## src/rtl/lct_pkg.sv

```systemverilog
// lct_pkg: shared types and constants for the lfu cache table
// used by lct_cell and lfu_cache_table; no dependencies
`default_nettype none

package lct_pkg;

   localparam int KEY_W       = 31;
   localparam int CAP_W       = 5;
   localparam int MAX_COUNT_W = 32;
   localparam int MAX_IDX_W   = 6;
   localparam int MAX_USED_W  = 7;

   localparam logic [CAP_W-1:0] CAP_RESET = 5'd16;

   localparam logic CMD_GET = 1'b0;
   localparam logic CMD_PUT = 1'b1;

   typedef enum logic [1:0] {
      ST_IDLE,
      ST_LOOKUP,
      ST_SWEEP
   } state_type;

   typedef enum logic [1:0] {
      UPD_NONE,
      UPD_TOUCH,
      UPD_INSERT
   } upd_op_type;

   // broadcast to every cell at the end of a transaction
   typedef struct packed {
      upd_op_type             op;
      logic [MAX_IDX_W-1:0]   sel_idx;
      logic [MAX_IDX_W-1:0]   sel_rank;
      logic                   write_en;
      logic                   evict_vld;
      logic [MAX_IDX_W-1:0]   evict_idx;
      logic [KEY_W-1:0]       key;
      logic [KEY_W-1:0]       value;
   } update_type;

   // running victim / occupancy / free-slot search handed along the row
   typedef struct packed {
      logic                   best_vld;
      logic [MAX_COUNT_W-1:0] best_count;
      logic [MAX_IDX_W-1:0]   best_rank;
      logic [MAX_IDX_W-1:0]   best_idx;
      logic [KEY_W-1:0]       best_key;
      logic [MAX_USED_W-1:0]  used;
      logic                   free_vld;
      logic [MAX_IDX_W-1:0]   free_idx;
   } chain_type;

   typedef struct packed {
      logic                   valid;
      logic                   match;
      logic [KEY_W-1:0]       value;
      logic [MAX_IDX_W-1:0]   rank;
   } cell_status_type;

endpackage

`default_nettype wire

```

## src/rtl/lct_cell.sv

```systemverilog
// lct_cell: one cache entry with key match, update logic and one stage of the victim search
// depends on lct_pkg
`default_nettype none

module lct_cell #(
   parameter int COUNT_BITS = 16,
   parameter int RANK_W     = 4,
   parameter int INDEX      = 0
) (
   input  wire                          clock,
   input  wire                          reset,
   input  wire [lct_pkg::KEY_W-1:0]     lookup_key,
   input  lct_pkg::update_type          upd,
   input  lct_pkg::chain_type           chain_prev,
   output lct_pkg::chain_type           chain_out,
   output lct_pkg::cell_status_type     status
);
   import lct_pkg::*;

   localparam logic [MAX_IDX_W-1:0] MY_IDX = MAX_IDX_W'(INDEX);

   logic                  valid_ff, valid_in;
   logic [KEY_W-1:0]      key_ff, key_in;
   logic [KEY_W-1:0]      value_ff, value_in;
   logic [COUNT_BITS-1:0] count_ff, count_in;
   logic [RANK_W-1:0]     rank_ff, rank_in;
   chain_type             chain_ff, chain_in;

   logic [MAX_COUNT_W-1:0] count_x;
   logic [MAX_IDX_W-1:0]   rank_x;

   assign count_x = MAX_COUNT_W'(count_ff);
   assign rank_x  = MAX_IDX_W'(rank_ff);

   // search stage
   always_comb begin
      chain_in      = chain_prev;
      chain_in.used = chain_prev.used + MAX_USED_W'(valid_ff);
      if (valid_ff) begin
         if (!chain_prev.best_vld || (count_x < chain_prev.best_count) ||
             ((count_x == chain_prev.best_count) && (rank_x > chain_prev.best_rank))) begin
            chain_in.best_vld   = 1'b1;
            chain_in.best_count = count_x;
            chain_in.best_rank  = rank_x;
            chain_in.best_idx   = MY_IDX;
            chain_in.best_key   = key_ff;
         end
      end else if (!chain_prev.free_vld) begin
         chain_in.free_vld = 1'b1;
         chain_in.free_idx = MY_IDX;
      end
   end

   // entry update
   always_comb begin
      valid_in = valid_ff;
      key_in   = key_ff;
      value_in = value_ff;
      count_in = count_ff;
      rank_in  = rank_ff;
      unique case (upd.op)
         UPD_TOUCH: begin
            if (upd.sel_idx == MY_IDX) begin
               rank_in = '0;
               if (count_ff != '1) begin
                  count_in = count_ff + 1'b1;
               end
               if (upd.write_en) begin
                  value_in = upd.value;
               end
            end else if (valid_ff && (rank_x < upd.sel_rank)) begin
               rank_in = rank_ff + 1'b1;
            end
         end
         UPD_INSERT: begin
            if (upd.sel_idx == MY_IDX) begin
               valid_in = 1'b1;
               key_in   = upd.key;
               value_in = upd.value;
               count_in = COUNT_BITS'(1);
               rank_in  = '0;
            end else if (upd.evict_vld && (upd.evict_idx == MY_IDX)) begin
               valid_in = 1'b0;
            end else if (valid_ff && (!upd.evict_vld || (rank_x < upd.sel_rank))) begin
               rank_in = rank_ff + 1'b1;
            end
         end
         UPD_NONE: begin
         end
         default: begin
         end
      endcase
   end

   always_ff @(posedge clock) begin
      if (reset) begin
         valid_ff <= 1'b0;
         chain_ff <= '0;
      end else begin
         valid_ff <= valid_in;
         chain_ff <= chain_in;
      end
   end

   always_ff @(posedge clock) begin
      key_ff   <= key_in;
      value_ff <= value_in;
      count_ff <= count_in;
      rank_ff  <= rank_in;
   end

   assign chain_out    = chain_ff;
   assign status.valid = valid_ff;
   assign status.match = valid_ff && (key_ff == lookup_key);
   assign status.value = value_ff;
   assign status.rank  = rank_x;

endmodule

`default_nettype wire

```

## src/rtl/lfu_cache_table.sv

```systemverilog
// lfu_cache_table: top level, control sequencer, response register and row of entry cells
// depends on lct_pkg and lct_cell
`default_nettype none

// Key/value cache of ENTRIES entries with least-frequently-used replacement, ties going to
// the least recently touched entry. One transaction is handled at a time. For a get, a put to a
// present key and any put while the capacity register is zero, the key is matched against all
// cells in parallel in the cycle after accept, and the result is registered from that match. A
// put of a new key then runs the victim search, which moves one cell down the row each cycle,
// and is registered at the end of the sweep. The next request is accepted as soon as the result is in the response
// register; a result that is not taken stalls the following one at its last cycle.
// csr_data sets the number of entries in use (values above ENTRIES act as ENTRIES).
module lfu_cache_table #(
   parameter int ENTRIES    = 16,
   parameter int COUNT_BITS = 16
) (
   input  wire                          clock,
   input  wire                          reset,
   input  wire                          req_valid,
   output logic                         req_ready,
   input  wire                          req_cmd,
   input  wire [lct_pkg::KEY_W-1:0]     req_lookup_key,
   input  wire [lct_pkg::KEY_W-1:0]     req_write_value,
   output logic                         rsp_valid,
   input  wire                          rsp_ready,
   output logic                         rsp_hit,
   output logic [lct_pkg::KEY_W-1:0]    rsp_read_value,
   output logic                         rsp_evicted,
   output logic [lct_pkg::KEY_W-1:0]    rsp_evicted_key,
   input  wire                          csr_valid,
   output logic                         csr_ready,
   input  wire [lct_pkg::CAP_W-1:0]     csr_data
);
   import lct_pkg::*;

   localparam int RANK_W  = (ENTRIES > 1) ? $clog2(ENTRIES) : 1;
   localparam int SWEEP_W = (ENTRIES > 1) ? $clog2(ENTRIES) : 1;
   localparam logic [SWEEP_W-1:0] SWEEP_LAST = SWEEP_W'(ENTRIES - 1);

   state_type             state_ff, state_in;
   logic [CAP_W-1:0]      cap_ff, cap_in;
   logic                  cmd_ff;
   logic [KEY_W-1:0]      key_ff, value_ff;
   logic [SWEEP_W-1:0]    sweep_ff, sweep_in;

   logic                  rsp_valid_ff, rsp_valid_in;
   logic                  rsp_hit_ff, rsp_hit_in;
   logic [KEY_W-1:0]      rsp_read_ff, rsp_read_in;
   logic                  rsp_evicted_ff, rsp_evicted_in;
   logic [KEY_W-1:0]      rsp_evkey_ff, rsp_evkey_in;

   chain_type             chain_link [ENTRIES+1];
   cell_status_type       cell_st [ENTRIES];
   update_type            upd;
   chain_type             chain_end;

   logic [ENTRIES-1:0]    match_vec, valid_vec;
   logic                  hit_any;
   logic [KEY_W-1:0]      hit_value;
   logic [MAX_IDX_W-1:0]  hit_idx, hit_rank;

   logic out_free, done, cap_zero, full, insert_path, sweep_last;
   logic evict, do_insert;
   logic [MAX_IDX_W-1:0]  slot;

   assign chain_link[0] = '0;
   assign chain_end     = chain_link[ENTRIES];

   for (genvar i = 0; i < ENTRIES; i++) begin : g_cell
      lct_cell #(
         .COUNT_BITS (COUNT_BITS),
         .RANK_W     (RANK_W),
         .INDEX      (i)
      ) u_cell (
         .clock      (clock),
         .reset      (reset),
         .lookup_key (key_ff),
         .upd        (upd),
         .chain_prev (chain_link[i]),
         .chain_out  (chain_link[i+1]),
         .status     (cell_st[i])
      );
      assign match_vec[i] = cell_st[i].match;
      assign valid_vec[i] = cell_st[i].valid;
   end

   // one-hot select of the matching entry
   always_comb begin
      hit_value = '0;
      hit_idx   = '0;
      hit_rank  = '0;
      for (int i = 0; i < ENTRIES; i++) begin
         if (cell_st[i].match) begin
            hit_value = hit_value | cell_st[i].value;
            hit_idx   = hit_idx | MAX_IDX_W'(i);
            hit_rank  = hit_rank | cell_st[i].rank;
         end
      end
   end

   assign hit_any     = |match_vec;
   assign out_free    = !rsp_valid_ff || rsp_ready;
   assign cap_zero    = (cap_ff == '0);
   assign full        = (chain_end.used >= MAX_USED_W'(cap_ff)) ||
                        (chain_end.used >= MAX_USED_W'(ENTRIES));
   assign insert_path = (cmd_ff == CMD_PUT) && !hit_any && !cap_zero;
   assign sweep_last  = (sweep_ff == SWEEP_LAST);
   assign evict       = full && chain_end.best_vld;
   assign do_insert   = evict || chain_end.free_vld;
   assign slot        = (chain_end.free_vld && (!evict || (chain_end.free_idx < chain_end.best_idx)))
                        ? chain_end.free_idx : chain_end.best_idx;

   // next state
   always_comb begin
      state_in = state_ff;
      unique case (state_ff)
         ST_IDLE: begin
            if (req_valid && req_ready) begin
               state_in = ST_LOOKUP;
            end
         end
         ST_LOOKUP: begin
            if (insert_path) begin
               state_in = ST_SWEEP;
            end else if (out_free) begin
               state_in = ST_IDLE;
            end
         end
         ST_SWEEP: begin
            if (sweep_last && out_free) begin
               state_in = ST_IDLE;
            end
         end
         default: begin
            state_in = ST_IDLE;
         end
      endcase
   end

   // outputs of the sequencer
   always_comb begin
      req_ready      = 1'b0;
      done           = 1'b0;
      sweep_in       = sweep_ff;
      upd            = '0;
      upd.op         = UPD_NONE;
      upd.key        = key_ff;
      upd.value      = value_ff;
      rsp_hit_in     = 1'b0;
      rsp_read_in    = '0;
      rsp_evicted_in = 1'b0;
      rsp_evkey_in   = '0;
      unique case (state_ff)
         ST_IDLE: begin
            req_ready = !reset && !csr_valid;
         end
         ST_LOOKUP: begin
            sweep_in = '0;
            if (!insert_path && out_free) begin
               done = 1'b1;
               if (hit_any && ((cmd_ff == CMD_GET) || !cap_zero)) begin
                  upd.op       = UPD_TOUCH;
                  upd.sel_idx  = hit_idx;
                  upd.sel_rank = hit_rank;
                  upd.write_en = (cmd_ff == CMD_PUT);
                  rsp_hit_in   = 1'b1;
                  if (cmd_ff == CMD_GET) begin
                     rsp_read_in = hit_value;
                  end
               end
            end
         end
         ST_SWEEP: begin
            if (!sweep_last) begin
               sweep_in = sweep_ff + 1'b1;
            end else if (out_free) begin
               done           = 1'b1;
               rsp_evicted_in = evict;
               if (evict) begin
                  rsp_evkey_in = chain_end.best_key;
               end
               if (do_insert) begin
                  upd.op        = UPD_INSERT;
                  upd.sel_idx   = slot;
                  upd.sel_rank  = chain_end.best_rank;
                  upd.evict_vld = evict;
                  upd.evict_idx = chain_end.best_idx;
               end
            end
         end
         default: begin
         end
      endcase
   end

   // capacity writes only between transactions
   assign csr_ready = (state_ff == ST_IDLE) && !reset;

   always_comb begin
      cap_in = cap_ff;
      if (csr_valid && csr_ready) begin
         cap_in = csr_data;
      end
   end

   always_comb begin
      rsp_valid_in = rsp_valid_ff;
      if (done) begin
         rsp_valid_in = 1'b1;
      end else if (rsp_ready) begin
         rsp_valid_in = 1'b0;
      end
   end

   always_ff @(posedge clock) begin
      if (reset) begin
         state_ff     <= ST_IDLE;
         cap_ff       <= CAP_RESET;
         sweep_ff     <= '0;
         rsp_valid_ff <= 1'b0;
      end else begin
         state_ff     <= state_in;
         cap_ff       <= cap_in;
         sweep_ff     <= sweep_in;
         rsp_valid_ff <= rsp_valid_in;
      end
   end

   always_ff @(posedge clock) begin
      if (req_valid && req_ready) begin
         cmd_ff   <= req_cmd;
         key_ff   <= req_lookup_key;
         value_ff <= req_write_value;
      end
      if (done) begin
         rsp_hit_ff     <= rsp_hit_in;
         rsp_read_ff    <= rsp_read_in;
         rsp_evicted_ff <= rsp_evicted_in;
         rsp_evkey_ff   <= rsp_evkey_in;
      end
   end

   assign rsp_valid       = rsp_valid_ff;
   assign rsp_hit         = rsp_hit_ff;
   assign rsp_read_value  = rsp_read_ff;
   assign rsp_evicted     = rsp_evicted_ff;
   assign rsp_evicted_key = rsp_evkey_ff;

   // keys in the table are unique
   a_match_unique: assert property (@(posedge clock) disable iff (reset)
      $onehot0(match_vec))
      else $error("more than one entry matches the key");

   a_evict_only_on_miss: assert property (@(posedge clock) disable iff (reset)
      (rsp_valid && rsp_evicted) |-> !rsp_hit)
      else $error("eviction reported together with a hit");

   a_used_count: assert property (@(posedge clock) disable iff (reset)
      ((state_ff == ST_SWEEP) && sweep_last) |->
         (chain_end.used == MAX_USED_W'($countones(valid_vec))))
      else $error("occupancy from the search chain disagrees with the valid bits");

   a_free_slot: assert property (@(posedge clock) disable iff (reset)
      ((state_ff == ST_SWEEP) && sweep_last) |-> (chain_end.free_vld == (valid_vec != '1)))
      else $error("free slot search disagrees with the valid bits");

endmodule

`default_nettype wire
```

## config.mk

```make
export PLATFORM = sky130hd
export DESIGN_NAME = lfu_cache_table
export DESIGN_NICKNAME = d
export VERILOG_FILES = /design/src/rtl/lct_pkg.sv /design/src/rtl/lct_cell.sv /design/src/rtl/lfu_cache_table.sv
export SDC_FILE = /design/constraint.sdc
export NUM_CORES = 2
export LEC_CHECK = 0
export BUFFER_PORTS_ARGS = -buffer_cell sky130_fd_sc_hd__buf_2
export CORE_MARGIN = 10
export CORE_UTILIZATION = 42
export DETAILED_ROUTE_END_ITERATION = 10
export SYNTH_ARGS = -nofsm -noshare
export SYNTH_HDL_FRONTEND = slang
export SYNTH_SLANG_ARGS = --single-unit
```

## constraint.sdc

```tcl
create_clock -name clock -period 12.85 [get_ports clock]
set_input_delay 0.6425 -clock clock [delete_from_list [all_inputs] [get_ports clock]]
set_output_delay 0.6425 -clock clock [all_outputs]
set_load 0.05 [all_outputs]
```

# --- Yosys cells after proc, flatten, opt, wreduce, memory -nomap -nowiden ---
# Index checks and enable logic that the tools add are counted.
classes:
  n_addsub: 48
  multipliers: 0
  div_mod_pow: 0
  n_lt_le_gt_ge: 49
  eq_ne: 183
  shifts: 0
  muxes: 377
  n_bitwise: 35
  n_reduce_logical: 275
op_table:
  columns: ["cell", "count"]
  rows:
  - ["76-bit two-way mux", 31]
  - ["31-bit two-way mux", 49]
  - ["31-bit one-hot mux with 2 select lines", 16]
  - ["16-bit two-way mux", 48]
  - ["16-bit one-hot mux with 2 select lines", 16]
  - ["31-bit equality test", 16]
  - ["16-bit by 32-bit equality test with 1-bit output", 15]
  - ["16-bit by 32-bit less-than comparator with 1-bit output", 15]
  - ["31-bit OR", 15]
  - ["4-bit two-way mux", 91]
  - ["16-bit by 1-bit adder with 16-bit output (second input constant)", 16]
  - ["16-bit != test (second input constant)", 16]
  - ["4-bit AND reduction", 49]
  - ["6-bit two-way mux", 30]
  - ["7-bit two-way mux", 20]
  - ["4-bit one-hot mux with 2 select lines", 17]
  - ["7-bit by 1-bit adder with 7-bit output", 15]
  - ["2-bit by 1-bit != test with 1-bit output (second input constant)", 49]
  - ["6-bit by 4-bit equality test with 1-bit output (second input constant)", 16]
  - ["4-bit by 6-bit less-than comparator with 1-bit output", 16]
  - ["3-bit by 1-bit != test with 1-bit output (second input constant)", 32]
  - ["4-bit by 6-bit > comparator with 1-bit output", 15]
  - ["1-bit logical AND", 90]
  - ["6-bit by 4-bit OR with 6-bit output", 14]
  - ["33 further kinds", 260]
totals:
  regBits: 2875
  latch_bits: 0
  ramBits: 0
  rom_bits: 0
  input_bits: 73
  n_memories: 0

# --- Logic depth before layout (Yosys ltp) ---
depth:
  depth_word: 43
  mapped_depth: 20

# --- Modules after synthesis ---
# Synthesis repeated with hierarchy kept, for this count alone.
hier_totals:
  cells_unflattened: 10796
  hier_area_um2: 128580.8
by_module_without_submodules:
  columns: ["module", "instances", "cells_each", "area_per_inst_um2"]
  rows:
  - ["lct_cell at g_cell[10].u_cell ...", 3, 630, 7551.0]
  - ["lct_cell at g_cell[11].u_cell ...", 2, 629, 7573.5]
  - ["lct_cell at g_cell[13].u_cell ...", 2, 627, 7572.3]
  - ["lct_cell at g_cell[4].u_cell ...", 2, 627, 7532.2]
  - ["lct_cell at g_cell[1].u_cell ...", 2, 626, 7528.5]
  - ["lfu_cache_table", 1, 763, 8449.4]
  - ["lct_cell at g_cell[9].u_cell", 1, 626, 7548.5]
  - ["lct_cell at g_cell[12].u_cell", 1, 631, 7544.7]
  - ["lct_cell at g_cell[0].u_cell", 1, 626, 7482.2]
  - ["lct_cell at g_cell[3].u_cell", 1, 620, 7247.0]
  - ["lct_cell at g_cell[15].u_cell", 1, 622, 7243.2]

# --- Worst setup path before layout ---
# OpenSTA, ideal clock, no wires.
synth_timing:
  kind: "reg-to-reg"
  start: "register key_ff[8]"
  end: "register g_cell[5].u_cell.value_ff[0] (enable)"
  t_arrival_ns: 5.253
  required_time_ns: 12.392
  path_slack_ns: 7.139
  stages_incl_launch_ff: 15
  synth_period_minus_slack_ns: 5.711
  path_cell_list: "edfxtp_1 -> buf_4 -> buf_12 -> xnor2_1 -> nand4_1 -> nor4_1 -> and3_1 -> or4_4 -> o41a_1 -> buf_6 -> inv_1 -> ha_1 -> nor2_1 -> a21o_1 -> nor3_1"
synth_between:
  elab_chain_cells: 23
synth_lines:
  columns: ["element", "line", "text"]
  rows:
  - ["from (decl)", "lfu_cache_table.sv:43", "logic [KEY_W-1:0] key_ff, value_ff;"]
  - ["from (signal assigned)", "lfu_cache_table.sv:232", "key_ff <= req_lookup_key;"]
  - ["31-bit equality test", "lct_cell.sv:114", "assign status.match = valid_ff && (key_ff == lookup_key);"]
  - ["1-bit logical AND", "lct_cell.sv:114", null]
  - ["1-bit two-way mux", "lfu_cache_table.sv:93", "if (cell_st[i].match) begin"]
  - ["2-bit two-way mux (2 in a row)", "lfu_cache_table.sv:93", null]
  - ["3-bit two-way mux (4 in a row)", "lfu_cache_table.sv:93", null]
  - ["4-bit two-way mux (8 in a row)", "lfu_cache_table.sv:93", null]
  - ["14-bit two-way mux", "lfu_cache_table.sv:161", "if (hit_any && ((cmd_ff == CMD_GET) || !cap_zero)) begin"]
  - ["14-bit two-way mux (*)", "lfu_cache_table.sv:159", "if (!insert_path && out_free) begin"]
  - ["14-bit one-hot mux with 2 select lines", "lfu_cache_table.sv:153", "unique case (state_ff)"]
  - ["6-bit by 3-bit equality test with 1-bit output", "lct_cell.sv:63, lct_cell.sv:76", null]
  - ["2-bit by 1-bit != test with 1-bit output (no line)", null, null]
  - ["4-bit AND reduction (no line) (*)", null, null]
  - ["to (signal assigned)", "lct_cell.sv:107", "value_ff <= value_in;"]
  - ["to (decl)", "lct_cell.sv:24", "logic [KEY_W-1:0] value_ff, value_in;"]
# Mark *: on every way between the ends. The rest lies on a longest branch, timed or not.
# A chain may end at the register's enable or synchronous reset.

# --- Worst setup path in the final report ---
layout_timing:
  start: "register key_ff[3]"
  end: "register g_cell[5].u_cell.value_ff[4] (enable)"
# The elaborated chain is that of the path after synthesis.

==> impl_metrics.py <==
metrics = {
    "status": {
        "status": "complete, no violations",
    },
    "floorplan": {
        "ios": 140,
        "coreArea_mm2": 0.253,
        "dieArea_mm2": 0.275,
        "die_y_um": 524,
        "initial_utilization_pct": 42.1,
        "die_x_um": 524,
        "rows": 185,
    },
    "sta": {
        "tns_ns": 0,
        "finalClockSkew_ns": 0.0834,
        "whs_ns": 0.0619,
        "period_minus_slack_ns": 6.54,
        "worstMarginPinSlew_ns": 1.21,
        "fin_crit_sh_pct": 50.9,
        "report.final.hold_viol_count": 0,
        "finalSetupViolations": 0,
        "rsz0062_at_grt": "false",
        "drv_slew": 0,
        "relSlewSlack_pct": 19.5,
        "fmax_mhz": 153,
    },
    "logic_synthesis": {
        "synth-seq-area-share_pct": 60.1,
        "yosysTopAreaCellShare_pct": 40.5,
        "ys_async_sr_fraction_pct": 0,
        "synthTopCellsByArea": "edfxtp_1 (40%), dfxtp_1 (20%), mux2i_1 (6.6%)",
        "synth_edf_count": 1439,
        "yosysWarnings": 0,
        "netlist_area_mm2": 0.107,
        "yosysUniqueCellTypes": 87,
        "synth_fp_nets": 9374,
        "synth_ff_type": "edfxtp_1",
        "syn_avg_cell_area_um2": 12.0,
        "ys_ff_latch": 2487,
        "synth_top_cell_by_area": "edfxtp_1",
        "synth_cells": 8877,
    },
    "place": {
        "dpl_cell_area_mm2": 0.111,
        "io_buffers": 139,
        "dpl.hpwl_mm": 210,
        "routabilityCongestion": 0.906,
    },
    "final_layout": {
        "seqCellArea_mm2": 0.0642,
        "fin_util_pct": 47.6,
        "fill_cells": 22594,
        "layout_commonest_cell": "edfxtp_1",
        "final_cell_mix": "edfxtp_1 (1439), nor2_1 (1133), dfxtp_1 (1048)",
        "area_growth_pct": 13.0,
        "drive_gt1_share_pct": 8.64,
        "finalInstanceArea_mm2": 0.121,
        "final_nets": 9561,
        "multiInputGateArea_mm2": 0.0392,
    },
    "worst_setup_path": {
        "arrival_ns": 7.07,
        "worstSetupPathType": "register to register",
        "path_max_fanout": 39,
        "start_kind": "register",
        "crit_path_end_kind": "register",
        "worst-endpoint-required_ns": 13.37,
    },
    "routing": {
        "drt-pass1-iter-count": 8,
        "wl_per_cell_um": 25.2,
        "ant_nets": 0,
        "drc_errors": 0,
        "drt-initial-drc-count": 7375,
        "vias_per_cell": 5.61,
        "routed_wirelength_mm": 319,
        "vias": 70978,
    },
    "grt": {
        "first_global_vias": 71891,
        "antenna_found_initial": 7,
        "grt_pass1_wl_mm": 469,
        "grt_max_degree": 211,
        "track_usage_pct": 22.5,
        "grt_overflow": 0,
    },
    "clock_tree": {
        "clkTransAtPathRegs_ns": 0.06,
        "postCtsResizedCells": 0,
        "cts_tree": "yes",
        "clock_path_buffers": 4,
        "cts_max_level": 5,
        "clk_latency_ns": 0.94,
        "root_buffer": "clkbuf_16",
        "cts_buffers": 282,
        "cts.sinks": 2487,
    },
    "pwr": {
        "power.density_mw_per_mm2": 138,
        "peakVddDrop_uv": 108,
        "p_total_uw": 16700,
        "power_leakage_uw": 0.0404,
    },
    "run": {
        "drv_cap": 0,
    },
    "hold_path": {
        "hp-class": "input port to register",
    },
}
-- synth_stat cells, drive strengths merged, types with 5 or more instances --
master,number
nand2b,53
a221oi,68
nor2b,110
a21boi,7
nand2,374
mux2i,699
nor3b,24
o221ai,10
o21a,63
a41oi,23
nor3,40
dfxtp,1048
nor4,44
a21oi,181
and2,87
o31ai,63
nor2,1161
a41o,6
or4,25
o22ai,17
a211oi,10
and3,118
nand4,326
o211ai,8
clkbuf,334
xnor2,577
a31oi,20
xor2,193
or3,37
a22oi,102
and4,27
o2111ai,64
inv,382
ha,424
a22o,53
nand3,255
a21o,56
o2111a,5
or2,5
a222oi,39
edfxtp,1439
buf,126
o21ai,132
-- layout make-up --
| type | count | area share (%) |
|---|---|---|
| inverter | 383 | 1.20 |
| clock inverter | 95 | 0.719 |
| sequential | 2487 | 53.2 |
| clock buffer | 396 | 6.68 |
| tap | 3366 | 3.49 |
| timing repair buffer | 363 | 2.15 |
| antenna | 6 | 0.0124 |
| multi-input combinational | 5547 | 32.5 |
-- cells by family after synthesis --
| logic type | Yosys count | share of synthesized area [%] |
|---|---|---|
| AOI/OAI and AO/OA | 959 | 6.46 |
| DFF | 2487 | 60.1 |
| and+or+nand+nor | 2695 | 12.1 |
| muxes | 699 | 6.55 |
| buffers and inverters | 843 | 3.54 |
| xor gates and xnor gates | 770 | 6.32 |
| adders and majority gates | 424 | 4.97 |
-- critical path, stage by stage (launching register included) --
cell and delay [ns]:
edfxtp_1 0.32, buf_4 0.32, buf_4 0.42, xnor2_1 0.20
nand4_1 0.12, nor4_1 0.62, and3_4 0.87, or4_4 0.31
o41a_1 0.51, ha_2 0.27, buf_4 0.46, nor2_2 0.08
a21o_1 0.60, nor3_2 0.34, buf_4 0.57
-- sequential cells by signal, indices dropped and copies added, names as in the netlist --
name / count
g_cell.u_cell.key_ff: 496
g_cell.u_cell.count_ff: 256
g_cell.u_cell.rank_ff: 64
cap_ff: 5
value_ff: 31
rsp_hit: 1
rsp_evicted_key: 31
key_ff: 31
g_cell.u_cell.chain_out: 1020
sweep_ff: 4
rsp_valid: 1
g_cell.u_cell.valid_ff: 16
state_ff: 2
g_cell.u_cell.value_ff: 496
rsp_evicted: 1
rsp_read_value: 31
cmd_ff: 1
-- power breakdown --
group	total, uW	internal [uW]	switching [uW]
registers	8450	8420	29.8
clock network	7820	4650	3170
logic	387	107	281
-- layer usage --
layer,up-vias,share of wire (%),GRT usage [%]
met3,663,6.6,3.24
met2,2665,47,37.5
li1,32292,-,-
met5,-,0.0082,0
met4,4,3.5,7.44
met1,35354,42,30.2
-- metrics by stage --
stage,worst slack (ns),instances
floorplan,7.14,8877
global placement,6.55,12078
detailed placement,6.57,12078
CTS,6.48,12637
global route,6.19,12638
finish,6.31,12643
-- timing repair --
| item | 4_1_cts | 5_1_grt |
|---|---|---|
| buffers inserted | 0 | 0 |
| hold endpoints to repair | 68 | 0 |
| hold buffers | 68 | 0 |
-- path summary, 6_finish.rpt --
check                                                               start                                   endpoint  slack, ns  cells past startpoint
worst max-delay path                                  key_ff[3]$_DFFE_PP_     g_cell[5].u_cell.value_ff[4]$_DFFE_PP_       6.31                     14
worst min register to register  g_cell[6].u_cell.chain_out[34]$_SDFF_PP0_  g_cell[7].u_cell.chain_out[34]$_SDFF_PP0_       0.39                      2
worst max register to register                        key_ff[3]$_DFFE_PP_     g_cell[5].u_cell.value_ff[4]$_DFFE_PP_       6.31                     14
worst min-delay path                                            csr_valid                     cap_ff[4]$_SDFFE_PP1P_       0.06                      3
(Power assumes the default switching activity.)
